==> src/tcg_pkg.sv <==
`timescale 1ns / 1ps
// ----------------------------------------------------------------------------
// tcg_pkg: shared types and constants of the text-mode character generator
// Opcodes, fixed field widths, request and result payloads, and the control
// group that the sequencer hands to the top level.
// ----------------------------------------------------------------------------
package tcg_pkg;

	// Default geometry
	localparam int COLUMNS_DEF      = 32;
	localparam int ROWS_DEF         = 32;
	localparam int GLYPH_HEIGHT_DEF = 8;

	// Fixed geometry of the font
	localparam int GLYPH_WIDTH = 8;
	localparam int GLYPH_COUNT = 64;
	localparam int CODE_W      = 6;

	// Field widths
	localparam int OP_W   = 2;
	localparam int ADDR_W = 10;
	localparam int DATA_W = 8;
	localparam int SCAN_W = 8;
	localparam int COL_W  = 5;

	// Opcodes
	localparam logic [OP_W-1:0] OP_SCREEN = 2'd0;
	localparam logic [OP_W-1:0] OP_FONT   = 2'd1;
	localparam logic [OP_W-1:0] OP_RENDER = 2'd2;

	typedef struct packed {
		logic [OP_W-1:0]   opcode;
		logic [ADDR_W-1:0] address;
		logic [DATA_W-1:0] data;
		logic [SCAN_W-1:0] scanline;
	} req_t;

	typedef struct packed {
		logic [GLYPH_WIDTH-1:0] pixel_bits;
		logic [COL_W-1:0]       column;
		logic                   last;
	} rsp_t;

	// Sequencer to datapath control
	typedef struct packed {
		logic clear;  // clearing pass: write zero at the screen address
		logic rd_en;  // walk: read the screen cell at the screen address
		logic last;   // the cell read now is the final column
	} seq_ctl_t;

endpackage

==> src/tcg_seq.sv <==
`timescale 1ns / 1ps
// ----------------------------------------------------------------------------
// tcg_seq: render sequencer of the character generator
// Runs the clearing pass after reset, splits a scanline into character row
// and glyph row, wraps the character row with one shared compare/subtract
// unit, and walks the columns of that row through one address adder.
// ----------------------------------------------------------------------------
module tcg_seq #(
	parameter int COLUMNS      = tcg_pkg::COLUMNS_DEF,
	parameter int ROWS         = tcg_pkg::ROWS_DEF,
	parameter int GLYPH_HEIGHT = tcg_pkg::GLYPH_HEIGHT_DEF
) (
	input  logic                                 clk,
	input  logic                                 arst_n,
	input  logic                                 render,
	input  logic [tcg_pkg::SCAN_W-1:0]           scanline,
	output logic                                 busy,
	output tcg_pkg::seq_ctl_t                    ctl,
	output logic [$clog2(COLUMNS*ROWS)-1:0]      scr_addr,
	output logic [$clog2(COLUMNS)-1:0]           col,
	output logic [$clog2(GLYPH_HEIGHT)-1:0]      glyph_row
);

	localparam int SCREEN_DEPTH = COLUMNS * ROWS;
	localparam int SA_W         = $clog2(SCREEN_DEPTH);
	localparam int COLI_W       = $clog2(COLUMNS);
	localparam int GR_W         = $clog2(GLYPH_HEIGHT);
	localparam int SCAN_W       = tcg_pkg::SCAN_W;
	// Quotient of scanline by glyph height
	localparam int QW           = $clog2(((1 << SCAN_W) - 1) / GLYPH_HEIGHT + 1);
	localparam int ROWS_W       = $clog2(ROWS + 1);
	localparam int RW           = (ROWS_W > QW) ? ROWS_W : QW;
	// Reciprocal of glyph height, exact for every 8-bit scanline
	localparam int RECIP_SH     = 16;
	localparam int RECIP        = ((1 << RECIP_SH) + GLYPH_HEIGHT - 1) / GLYPH_HEIGHT;
	localparam int PROD_W       = SCAN_W + RECIP_SH + 1;

	typedef enum logic [2:0] {
		ST_CLEAR,
		ST_IDLE,
		ST_DIV,
		ST_REM,
		ST_WRAP,
		ST_BASE,
		ST_WALK
	} state_t;

	state_t              state_q;
	logic [SA_W-1:0]     clr_q;
	logic [COLI_W-1:0]   col_q;
	logic [SCAN_W-1:0]   scan_q;
	logic [QW-1:0]       quot_q;
	logic [RW-1:0]       row_q;
	logic [GR_W-1:0]     grow_q;
	logic [SA_W-1:0]     base_q;
	logic [PROD_W-1:0]   prod;
	logic                col_last;

	// Scanline times reciprocal, the quotient sits above the binary point
	assign prod     = PROD_W'(scan_q) * PROD_W'(RECIP);
	assign col_last = (col_q == COLI_W'(COLUMNS - 1));

	// State and counters
	always_ff @(posedge clk or negedge arst_n) begin
		if (!arst_n) begin
			state_q <= ST_CLEAR;
			clr_q   <= '0;
			col_q   <= '0;
		end else begin
			case (state_q)
				ST_CLEAR: begin
					clr_q <= clr_q + 1'b1;
					if (clr_q == SA_W'(SCREEN_DEPTH - 1)) begin
						state_q <= ST_IDLE;
					end
				end
				ST_IDLE: begin
					if (render) begin
						state_q <= ST_DIV;
					end
				end
				ST_DIV: begin
					state_q <= ST_REM;
				end
				ST_REM: begin
					state_q <= ST_WRAP;
				end
				ST_WRAP: begin
					if (row_q < RW'(ROWS)) begin
						state_q <= ST_BASE;
					end
				end
				ST_BASE: begin
					col_q   <= '0;
					state_q <= ST_WALK;
				end
				ST_WALK: begin
					col_q <= col_q + 1'b1;
					if (col_last) begin
						state_q <= ST_IDLE;
					end
				end
				default: begin
					state_q <= ST_IDLE;
				end
			endcase
		end
	end

	// Row and address arithmetic
	always_ff @(posedge clk) begin
		case (state_q)
			ST_IDLE: begin
				if (render) begin
					scan_q <= scanline;
				end
			end
			ST_DIV: begin
				quot_q <= prod[RECIP_SH +: QW];
			end
			ST_REM: begin
				grow_q <= GR_W'(scan_q - SCAN_W'(SCAN_W'(quot_q) * SCAN_W'(GLYPH_HEIGHT)));
				row_q  <= RW'(quot_q);
			end
			ST_WRAP: begin
				// Shared compare/subtract: wrap the character row
				if (row_q >= RW'(ROWS)) begin
					row_q <= row_q - RW'(ROWS);
				end
			end
			ST_BASE: begin
				base_q <= SA_W'(SA_W'(row_q) * SA_W'(COLUMNS));
			end
			default: begin
			end
		endcase
	end

	// Control outputs
	assign busy      = (state_q != ST_IDLE);
	assign ctl.clear = (state_q == ST_CLEAR);
	assign ctl.rd_en = (state_q == ST_WALK);
	assign ctl.last  = (state_q == ST_WALK) && col_last;
	assign scr_addr  = (state_q == ST_CLEAR) ? clr_q : (base_q + SA_W'(col_q));
	assign col       = col_q;
	assign glyph_row = grow_q;

endmodule

==> config.mk <==
export PLATFORM = sky130hd
export DESIGN_NAME = tcg_seq
export DESIGN_NICKNAME = d
export VERILOG_FILES = /design/src/tcg_pkg.sv /design/src/tcg_seq.sv
export SDC_FILE = /design/constraint.sdc
export NUM_CORES = 1
export LEC_CHECK = 0
export BUFFER_PORTS_ARGS = -buffer_cell sky130_fd_sc_hd__buf_2
export CORE_UTILIZATION = 50
export CTS_CLUSTER_SIZE = 30
export DETAILED_ROUTE_END_ITERATION = 6
export PLACE_DENSITY = 0.71
export SETUP_SLACK_MARGIN = 0.15
export SYNTH_ARGS = -nofsm -noshare
export SYNTH_HDL_FRONTEND = slang
export SYNTH_SLANG_ARGS = --single-unit
==> constraint.sdc <==
create_clock -name clk -period 3.1 [get_ports clk]
set_clock_uncertainty 0.15 [all_clocks]
set_input_delay 0.775 -clock clk [delete_from_list [all_inputs] [get_ports clk]]
set_output_delay 0.775 -clock clk [all_outputs]
set_load 0.02 [all_outputs]
; ---- Word level (Yosys, flattened, before mapping)
; Index checks and enable logic that the tools add are counted.
; Widths: inputs -> output; s select.
[totals]
ff_bits = 45
in_bits = 11
[op_classes]
add_sub_neg = 5
order_cmp = 2
n_eq_ne = 14
n_mux = 9
n_reduce_logical = 7
[ops]
columns = cell, count
row1 = $pmux 3 s7, 1
row2 = $mux 3, 4
row3 = $pmux 6 s2, 1
row4 = $add 10x1->10 const B, 1
row5 = $add 10x5->10, 1
row6 = $eq 10x10->1 const B, 1
row7 = $mux 10, 1
row8 = $pmux 5 s2, 1
row9 = $eq 3x3->1 const B, 3
row10 = $eq 3x2->1 const B, 2
row11 = $ge 6x6->1 const B, 1
row12 = $lt 6x6->1 const B, 1
row13 = $mux 6, 1
row14 = $ne 2x2->1 const B, 3
row15 = $sub 6x6->6 const B, 1
row16 = $add 5x1->5 const B, 1
row17 = $eq 5x5->1 const B, 1
row18 = $ne 2x1->1 const B, 2
row19 = $reduce_and 2->1, 2
row20 = $reduce_and 4->1, 1
row21 = $reduce_bool 2->1, 2
row22 = $eq 3x1->1 const B, 1
row23 = $logic_not 3->1, 1
row24 = $ne 3x1->1 const B, 1
row25 = 2 further kinds, 2

; ---- Longest topological paths before layout
; Gate-level depths: netlist of run 1.
[depth]
ltp_word = 3
ltp_mapped = 6
mapped_depth_nobuf = 6

; ---- Worst setup path before layout of run 1
; Ideal clock, no wire load.
[synth_timing]
path_kind = register to output
start = register state_q[2]
end = output scr_addr[2]
t_arrival_ps = 1449
required_time_ps = 2175
slack_ps = 726
stages_incl_launch_ff = 7
n_path_buf = 2
path_cell_list = dfrtp_1 > or3_1 > buf_6 > inv_1 > buf_4 > nand2_1 > nand2_1
[synth_rtl]
columns = item, line_no
row1 = "start, declared", tcg_seq.sv:48  ; state_t state_q;
row2 = "start signal, assigned", tcg_seq.sv:66  ; state_q <= ST_CLEAR;
row3 = "start signal, assigned", tcg_seq.sv:74  ; state_q <= ST_IDLE;
row4 = "start signal, assigned", tcg_seq.sv:79  ; state_q <= ST_DIV;
row5 = "end, declared", tcg_seq.sv:19  ; output logic [$clog2(COLUMNS*ROWS)-1:0] scr_addr,

; ---- Worst setup path after layout of run 1
[layout_timing]
start = register state_q[2]
end = output scr_addr[3]
[layout_between]
elab_chain_len = 2
[layout_rtl]
columns = item, line_no
row1 = $logic_not 3->1, tcg_seq.sv:144  ; assign scr_addr = (state_q == ST_CLEAR) ? clr_q : (base_q + SA_W'(col_q));
row2 = $mux 10, tcg_seq.sv:144
; Every way passes these cells.

==> impl_metrics.env, run 1 <==
export IMPL_status="complete, no violations"
export IMPL_track_usage_pct=16.2
export IMPL_synth_top_cell_area_share_pct=41.6
export IMPL_ir_drop_uv=412
export IMPL_cts_hold_buffers=0
export IMPL_ys_ff_latch=45
export IMPL_cap_viol_max_count=0
export IMPL_grt_max_degree=19
export IMPL_cts_inserted_buffers=5
export IMPL_numClockSinks=45
export IMPL_clockRootBuffer="clkbuf_8"
export IMPL_yosysSeqAreaShare_pct=64.7
export IMPL_rows=22
export IMPL_cts_repair_resized=0
export IMPL_syn_num_nets=173
export IMPL_fin_hold_ws_ps=249
export IMPL_wl_um=2960
export IMPL_leakage_nw=1.02
export IMPL_start_util_pct=52.8
export IMPL_avgSynthCellArea_sq_um=12.3
export IMPL_worstPathMaxFanout=15
export IMPL_ys_top_cells_by_area="edfxtp_1, dfrtp_1, nand2_1"
export IMPL_io_pins=33
export IMPL_netlist_area_sq_um=1950
export IMPL_port_buffers=32
export IMPL_arrival_ps=1840
export IMPL_finalCriticalPeriod_ps=2770
export IMPL_syn_inst=159
export IMPL_area_growth_pct=15.5
export IMPL_worst_slew_pin_slew_ps=779
export IMPL_ys_types=33
export IMPL_hold_class="input port to async pin"
export IMPL_via_count=1263
export IMPL_required_ps=2170
export IMPL_place_gp_congestion=0.733
export IMPL_routedWlPerCell_um=12.3
export IMPL_crit_reg2reg_capture="clr_q[9]"
export IMPL_max_clock_freq_ghz=0.361
export IMPL_path_cells="or3_1 > clkinvlp_4 > nand2_1 > o21ai_0 > buf_2"
export IMPL_final_common_cell="nand2_1"
export IMPL_die_h_um=64.4
export IMPL_power_density_nw_per_um2=856
export IMPL_diodes=0
export IMPL_clkTransAtPathRegs_ps=80
export IMPL_cts_tree="built"
export IMPL_fp_dieW_um=64.4
export IMPL_slew_headroom_pct=47.9
export IMPL_yosys_area_top_type="edfxtp_1"
export IMPL_drc_errors=0
export IMPL_reg2reg_depth=4
export IMPL_clockBufferDepth=2
export IMPL_place_area_sq_um=2140
export IMPL_nets=206
export IMPL_ant_nets=0
export IMPL_first_pass_iters=5
export IMPL_grt_pass1_vias=1169
export IMPL_slowest_delay_ps=530
export IMPL_htree_levels=2
export IMPL_drt_iter0_markers=84
export IMPL_routed_via_density=5.24
export IMPL_layout_common_cells="nand2_1, buf_2, edfxtp_1, dfrtp_1"
export IMPL_antenna_found_initial=0
export IMPL_synthArstFlopShare_pct=40.0
export IMPL_critPathCaptureType="primary output"
export IMPL_hold_viol=0
export IMPL_path_delay_family="simple AND/OR/NAND/NOR gates"
export IMPL_drv_slew=0
export IMPL_dp_hpwl_um=2160
export IMPL_r2r_start="state_q[2]"
export IMPL_path_buf_inv=2
export IMPL_finalCritPeriodShare_pct=89.3
export IMPL_grt_overflow_total=0
export IMPL_synth_edf_count=27
export IMPL_drive_gt1_share_pct=23.8
export IMPL_path_class="register to primary output"
export IMPL_slowest_stage="dfrtp_1"
export IMPL_cp_start_kind="register"
export IMPL_cts_setup_buffers=0
export IMPL_coreArea_sq_um=3690
export IMPL_fp_dieArea_sq_um=4150
export IMPL_rsz0062_at_grt="false"
export IMPL_finalSetupViolCount=0
export IMPL_fin_tns_setup_ps=0
export IMPL_yosys_most_used_dff="edfxtp_1"
export IMPL_final_cell_area_sq_um=2250
export IMPL_clk_insertion_delay_late_ps=290
export IMPL_ys_warn_count=0
export IMPL_grt_pass1_wl_um=4950
export IMPL_ff2ff_setup_slack_ps=1160
==> metal layers <==
layer  vias up  share of wire, %  wire, um  GRT usage [%]
met5         -                 0         0              0
met4         0               1.8        53           6.67
met3         6               3.7       110           5.28
met2        25                52      1520           28.3
met1       613                43      1270           18.0
li1        619                 -         -              -
==> power by group <==
group / leakage [nW] / switching (W) / internal, W
registers: 0.486 / 0.000116 / 0.000779
clock network: 0.0518 / 0.000189 / 0.000237
logic: 0.484 / 0.000386 / 0.000221
==> worst max-delay path by stage <==
stage	slack, ps	cells after the start	from	end
after detailed placement	560	5	state_q[2]	scr_addr[3]
after CTS	230	5	state_q[2]	scr_addr[3]
after global placement	620	5	state_q[2]	scr_addr[3]
after global routing	210	5	state_q[2]	scr_addr[3]
after floorplan	730	6	state_q[2]	scr_addr[2]
final	330	5	state_q[2]	scr_addr[3]
==> cell type report <==
| cell class | count | area, sq um |
|---|---|---|
| fill | 308 | 1440 |
| sequential | 45 | 1260 |
| multi-input combinational | 105 | 641 |
| timing repair buffer | 33 | 168 |
| clock buffer | 5 | 68.8 |
| tap | 48 | 60.1 |
| clock inverter | 3 | 41.3 |
| inverter | 2 | 11.3 |
==> stage by stage <==
step | instances | power, W | setup WS [ps] | utilization (%)
4_1_cts | 241 | 0.00194 | 232 | 60.9
5_1_grt | 241 | 0.00204 | 214 | 61.0
2_1_floorplan | 159 | 0.00136 | 726 | -
6_report | 241 | 0.00193 | 333 | 61.0
3_3_place_gp | 233 | 0.00149 | 619 | 57.9
3_5_place_dp | 233 | 0.00151 | 561 | 57.9
==> cells in the mapped netlist, types with 2 or more instances <==
| cell | instances |
|---|---|
| mux2_2 | 3 |
| nand2_1 | 40 |
| nor3_1 | 3 |
| nor2b_1 | 6 |
| and3_1 | 3 |
| xor2_1 | 6 |
| nor4_4 | 2 |
| xnor2_1 | 3 |
| nor2_1 | 6 |
| inv_1 | 2 |
| and3b_1 | 2 |
| ha_1 | 3 |
| nor3b_1 | 3 |
| nand3_1 | 4 |
| or3_1 | 2 |
| edfxtp_1 | 27 |
| clkbuf_1 | 4 |
| a22o_1 | 2 |
| o21ai_0 | 5 |
| nand4_1 | 2 |
| a21o_1 | 2 |
| dfrtp_1 | 18 |
==> logic make-up (layout without fill, tap and decap cells) <==
logic type      count (synthesis)  count (layout)  synth area share [%]
compound gates                 15              15                  5.27
xor+xnor                        9               9                  4.05
fa+ha+maj                       3               3                  1.93
buf+inv                         9              43                  2.38
flops                          45              45                  64.7
mux                             4               4                  2.25
simple gates                   74              74                  19.4
==> registers in the layout (all words and copies together) (netlist names) <==
name       cells
clr_q         10
quot_q         5
base_q         5
state_q        3
scan_q         8
row_q          6
glyph_row      3
col            5
(Power assumes the default switching activity.)
==> inputs of run 2 (changes only) <==
--- a/config.mk
+++ b/config.mk
@@ -6,6 +6,7 @@
 export NUM_CORES = 1
 export LEC_CHECK = 0
 export BUFFER_PORTS_ARGS = -buffer_cell sky130_fd_sc_hd__buf_2
+export CORE_ASPECT_RATIO = 1.75
 export CORE_UTILIZATION = 50
 export CTS_CLUSTER_SIZE = 30
 export DETAILED_ROUTE_END_ITERATION = 6
==> impl_metrics.env, run 2 (same netlist as run 1, synthesis figures left out) <==
export IMPL_seq_power_share_pct=45.8
export IMPL_drv_slew=0
export IMPL_dp_hpwl_um=2430
export IMPL_first_pass_iters=4
export IMPL_routedWlPerCell_um=14.1
export IMPL_leakage_nw=1.03
export IMPL_worst_slew_pin_slew_ps=837
export IMPL_place_ws_ps=538
export IMPL_slowest_delay_ps=530
export IMPL_nets=206
export IMPL_path_class="register to primary output"
export IMPL_slowest_stage="dfrtp_1"
export IMPL_cts_inserted_buffers=5
export IMPL_area_growth_pct=15.7
export IMPL_arrival_ps=1870
export IMPL_hold_class="input port to async pin"
export IMPL_fp_dieArea_sq_um=4160
export IMPL_fin_ws_ps=301
export IMPL_ant_nets=0
export IMPL_die_h_um=84.6
export IMPL_antenna_found_initial=0
export IMPL_swShare_pct=35.7
export IMPL_finalSetupViolCount=0
export IMPL_required_ps=2170
export IMPL_cts_setup_buffers=0
export IMPL_drt_iter0_markers=15
export IMPL_routed_via_density=5.40
export IMPL_finalCriticalPeriod_ps=2800
export IMPL_clk_insertion_delay_late_ps=290
export IMPL_fin_tns_setup_ps=0
export IMPL_grt_pass1_vias=1236
export IMPL_largest_register_ffs=10
export IMPL_path_cells="or3_1 > clkinvlp_4 > nand2_1 > nand2_1 > buf_2"
export IMPL_coreArea_sq_um=3660
export IMPL_place_gp_congestion=0.868
export IMPL_rows=29
export IMPL_start_util_pct=53.2
export IMPL_finalCritPeriodShare_pct=90.3
export IMPL_drc_errors=0
export IMPL_path_delay_family="simple AND/OR/NAND/NOR gates"
export IMPL_grt_max_degree=19
export IMPL_comb_power_share_pct=31.4
export IMPL_io_pins=33
export IMPL_filler_cell_count=308
export IMPL_cap_viol_max_count=0
export IMPL_clockBufferDepth=2
export IMPL_critPathCaptureType="primary output"
export IMPL_htree_levels=2
export IMPL_numClockSinks=45
export IMPL_stdcell_count=239
export IMPL_dp_cells=231
export IMPL_cts_tree="built"
export IMPL_diodes=0
export IMPL_cts_hold_buffers=0
export IMPL_track_usage_pct=18.3
export IMPL_fp_dieW_um=49.2
export IMPL_power_density_nw_per_um2=872
export IMPL_p_switching_w=0.000702
export IMPL_clkPwrFrac_pct=22.8
export IMPL_p_int_w=0.00126
export IMPL_max_clock_freq_ghz=0.357
export IMPL_layout_common_cells="nand2_1, buf_2, edfxtp_1, dfrtp_1"
export IMPL_wl_um=3360
export IMPL_clkTransAtPathRegs_ps=80
export IMPL_ir_drop_uv=490
export IMPL_hold_viol=0
export IMPL_cpMostUsedCell="nand2_1"
export IMPL_clockRootBuffer="clkbuf_8"
export IMPL_reg_largest_list="clr_q (10), scan_q (8), row_q (6)"
export IMPL_status="complete, no violations"
export IMPL_ff2ff_setup_slack_ps=1120
export IMPL_path_buf_inv=2
export IMPL_rsz0062_at_grt="false"
export IMPL_top_register="clr_q"
export IMPL_port_buffers=32
export IMPL_multi_input_area_sq_um=641
export IMPL_seq_area_sq_um=1260
export IMPL_final_common_cell="nand2_1"
export IMPL_worstPathMaxFanout=15
export IMPL_grt_overflow_total=0
export IMPL_drive_gt1_share_pct=23.8
export IMPL_cp_start_kind="register"
export IMPL_via_count=1290
export IMPL_slew_headroom_pct=44.0
export IMPL_grt_pass1_wl_um=5690
[run 2: layout make-up]
type	instances	area share, %
clock buffer	7	3.83
clock inverter	1	1.33
multi-input combinational	105	28.4
inverter	2	0.499
tap	46	2.55
sequential	45	55.9
timing repair buffer	33	7.44
[run 2: worst paths after layout]
| path | from | endpoint | cells past startpoint |
|---|---|---|---|
| min in group clk | row_q[1] | base_q[6] | 0 |
| max in group asynchronous | arst_n | state_q[0] | 1 |
| hold / removal | arst_n | clr_q[2] | 1 |
| setup / recovery | state_q[2] | scr_addr[4] | 5 |
| setup reg to reg | state_q[2] | row_q[5] | 2 |
| hold reg to reg | row_q[1] | base_q[6] | 0 |
[run 2: stage by stage]
step	utilization [%]	hold WS, ps	instance area (sq um)	power (W)
4_1_cts	61.4	262	2250	0.00198
3_5_place_dp	58.2	256	2130	0.00153
3_3_place_gp	58.2	251	2130	0.00149
5_1_grt	61.5	280	2250	0.00208
2_1_floorplan	-	250	1950	0.00136
6_report	61.5	257	2250	0.00197
[run 2: power groups by stage]
stage / clock network, W / logic, W / registers [W]
2_1_floorplan: 0 / 0.000490 / 0.000872
3_3_place_gp: 0 / 0.000589 / 0.000898
3_5_place_dp: 0 / 0.000616 / 0.000913
4_1_cts: 0.000461 / 0.000618 / 0.000899
5_1_grt: 0.000478 / 0.000677 / 0.000925
6_report: 0.000448 / 0.000617 / 0.000901
[run 2: what timing repair did]
item / 4_1_cts / 5_1_grt
hold endpoints to repair: 0 / 0
gates resized for setup: 0 / 1
endpoints found under the setup margin: 0 / 10
[run 2: worst reg2reg max path, delay by kind of cell, from the launching register on]
kind               cells  cell delay (ps)
and+or+nand+nor        1              740
DFF                    1              590
AOI/OAI and AO/OA      1              230
[run 2: per-layer routing]
metal / GRT usage [%] / vias to the layer above / wire length (um)
li1: - / 621 / -
met1: 18.9 / 619 / 1270
met2: 33.9 / 43 / 1900
met3: 3.44 / 7 / 125
met4: 9.09 / 0 / 66
met5: 0 / - / 0
==> inputs of run 3 (changes only) <==
--- a/config.mk
+++ b/config.mk
@@ -5,9 +5,11 @@
 export SDC_FILE = /design/constraint.sdc
 export NUM_CORES = 1
 export LEC_CHECK = 0
+export ABC_AREA = 1
 export BUFFER_PORTS_ARGS = -buffer_cell sky130_fd_sc_hd__buf_2
 export CORE_ASPECT_RATIO = 1.75
 export CORE_UTILIZATION = 50
+export CTS_CLUSTER_DIAMETER = 150
 export CTS_CLUSTER_SIZE = 30
 export DETAILED_ROUTE_END_ITERATION = 6
 export PLACE_DENSITY = 0.71
==> impl_metrics.env, run 3 <==
export IMPL_hold_class="input port to async pin"
export IMPL_path_class="register to primary output"
export IMPL_path_buf_inv=2
export IMPL_synth_most_common_cell="nand2_1"
export IMPL_netlist_area_sq_um=2000
export IMPL_r2r_start="state_q[1]"
export IMPL_routedWlPerCell_um=11.4
export IMPL_ys_warn_count=0
export IMPL_dp_hpwl_um=2490
export IMPL_diodes=0
export IMPL_finalSetupViolCount=0
export IMPL_synth_top_cell_area_share_pct=40.6
export IMPL_area_growth_pct=16.4
export IMPL_fin_tns_setup_ps=0
export IMPL_grt_max_degree=22
export IMPL_leakage_nw=1.08
export IMPL_slowest_delay_ps=470
export IMPL_htree_levels=2
export IMPL_max_clock_freq_ghz=0.376
export IMPL_rows=30
export IMPL_nets=245
export IMPL_slew_headroom_pct=59.1
export IMPL_drive_gt1_share_pct=20.7
export IMPL_antenna_found_initial=0
export IMPL_clk_insertion_delay_late_ps=290
export IMPL_rsz0062_at_grt="false"
export IMPL_required_ps=2170
export IMPL_start_util_pct=51.7
export IMPL_layout_common_cells="nand2_1, buf_2, inv_1, edfxtp_1, nor2_1"
export IMPL_hold_viol=0
export IMPL_syn_inst=196
export IMPL_drt_iter0_markers=20
export IMPL_worst_slew_pin_slew_ps=611
export IMPL_finalCriticalPeriod_ps=2660
export IMPL_filler_cell_count=339
export IMPL_ys_top_cells_by_area="edfxtp_1, dfrtp_1, nand2_1"
export IMPL_avgSynthCellArea_sq_um=10.2
export IMPL_track_usage_pct=17.0
export IMPL_clockRootBuffer="clkbuf_8"
export IMPL_grt_pass1_wl_um=5420
export IMPL_largest_register_ffs=10
export IMPL_ff2ff_setup_slack_ps=1400
export IMPL_drc_errors=0
export IMPL_yosys_most_used_dff="edfxtp_1"
export IMPL_reg_largest_list="clr_q (10), scan_q (8), row_q (6)"
export IMPL_crit_reg2reg_capture="scan_q[6]"
export IMPL_final_common_cell="nand2_1"
export IMPL_via_count=1369
export IMPL_power_density_nw_per_um2=879
export IMPL_synthTopCellsByCount="nand2_1, inv_1, edfxtp_1, nor2_1, dfrtp_1"
export IMPL_syn_num_nets=210
export IMPL_critPathCaptureType="primary output"
export IMPL_grt_pass1_vias=1300
export IMPL_drv_slew=0
export IMPL_cts_hold_buffers=0
export IMPL_fp_dieW_um=49.8
export IMPL_synthArstFlopShare_pct=40.0
export IMPL_arrival_ps=1730
export IMPL_grt_overflow_total=0
export IMPL_path_delay_family="flip-flops"
export IMPL_die_h_um=85.6
export IMPL_path_cells="nor2_4 > nand2_4 > inv_1 > nand2_1 > o21ai_0 > buf_2"
export IMPL_ir_drop_uv=601
export IMPL_yosys_area_top_type="edfxtp_1"
export IMPL_cts_repair_resized=0
export IMPL_cts_setup_buffers=0
export IMPL_status="complete, no violations"
export IMPL_clkTransAtPathRegs_ps=80
export IMPL_clockBufferDepth=2
export IMPL_first_pass_iters=4
export IMPL_numClockSinks=45
export IMPL_yosysSeqAreaShare_pct=63.2
export IMPL_ys_ff_latch=45
export IMPL_coreArea_sq_um=3870
export IMPL_port_buffers=32
export IMPL_cts_tree="built"
export IMPL_cap_viol_max_count=0
export IMPL_place_area_sq_um=2180
export IMPL_finalCritPeriodShare_pct=85.7
export IMPL_fp_dieArea_sq_um=4260
export IMPL_top_register="clr_q"
export IMPL_ant_nets=0
export IMPL_worstPathMaxFanout=21
export IMPL_slowest_stage="dfrtp_1"
export IMPL_cp_start_kind="register"
export IMPL_routed_via_density=4.89
export IMPL_final_cell_area_sq_um=2320
export IMPL_reg2reg_depth=3
export IMPL_ys_types=22
export IMPL_cts_inserted_buffers=5
export IMPL_io_pins=33
export IMPL_wl_um=3190
export IMPL_place_gp_congestion=0.817
export IMPL_synth_edf_count=27
==> run 3: cell types whose count changed in the layout (fill, tap and decap cells not counted), sizes merged, moves of 5 or more <==
cell   delta
o21ai    +12
nor2b     -6
nand2     +5
nand3    +11
nor2     +16
inv      +30
==> run 3: layout make-up <==
class                      count  area (sq um)  share of cell area [%]
clock buffer                   5          68.8                    2.96
clock inverter                 3          65.1                    2.80
inverter                      31           116                    5.01
multi-input combinational    116           592                    25.5
sequential                    45          1260                    54.3
tap                           48          60.1                    2.58
timing repair buffer          32           160                    6.89
==> run 3: power by group <==
part / switching, W / internal, W
Sequential: 0.0000980 / 0.000774
Clock: 0.000189 / 0.000320
Combinational: 0.000469 / 0.000192
Total: 0.000756 / 0.00129
==> run 3: logic make-up (layout without fill, tap and decap cells) <==
group / Yosys count / count (layout) / synth area share, %
DFF: 45 / 45 / 63.2
AOI/OAI and AO/OA: 20 / 20 / 5.08
xor gates and xnor gates: 6 / 6 / 2.63
and+or+nand+nor: 87 / 87 / 19.8
buffers and inverters: 35 / 71 / 7.46
adders and majority gates: 3 / 3 / 1.88
==> run 3: metrics by stage <==
stage	hold WS, ps	utilization, %	cells	worst slack, ps	power, W
after global placement	250	56.5	272	686	0.00153
after CTS	256	60.0	280	296	0.00206
after floorplan	250	-	196	823	0.00140
after global routing	276	60.1	280	271	0.00218
final	249	60.1	280	443	0.00204
after detailed placement	255	56.5	272	624	0.00155
==> run 3: worst max path at each step <==
stage                     startpoint     endpoint  slack (ps)  cells past startpoint
final                     state_q[1]  scr_addr[2]         440                      6
after global routing      state_q[0]  scr_addr[2]         270                      6
after CTS                 state_q[0]  scr_addr[2]         300                      6
after detailed placement  state_q[0]  scr_addr[2]         620                      6
after global placement    state_q[0]  scr_addr[3]         690                      6
after floorplan               col[0]       ctl[0]         820                      6
==> run 3: per-layer routing <==
layer / GRT usage (%) / vias up / wire length (um)
met3: 4.43 / 8 / 102
met1: 18.1 / 632 / 1220
met4: 7.53 / 0 / 65
met5: 0 / - / 0
li1: - / 703 / -
met2: 30.8 / 26 / 1800
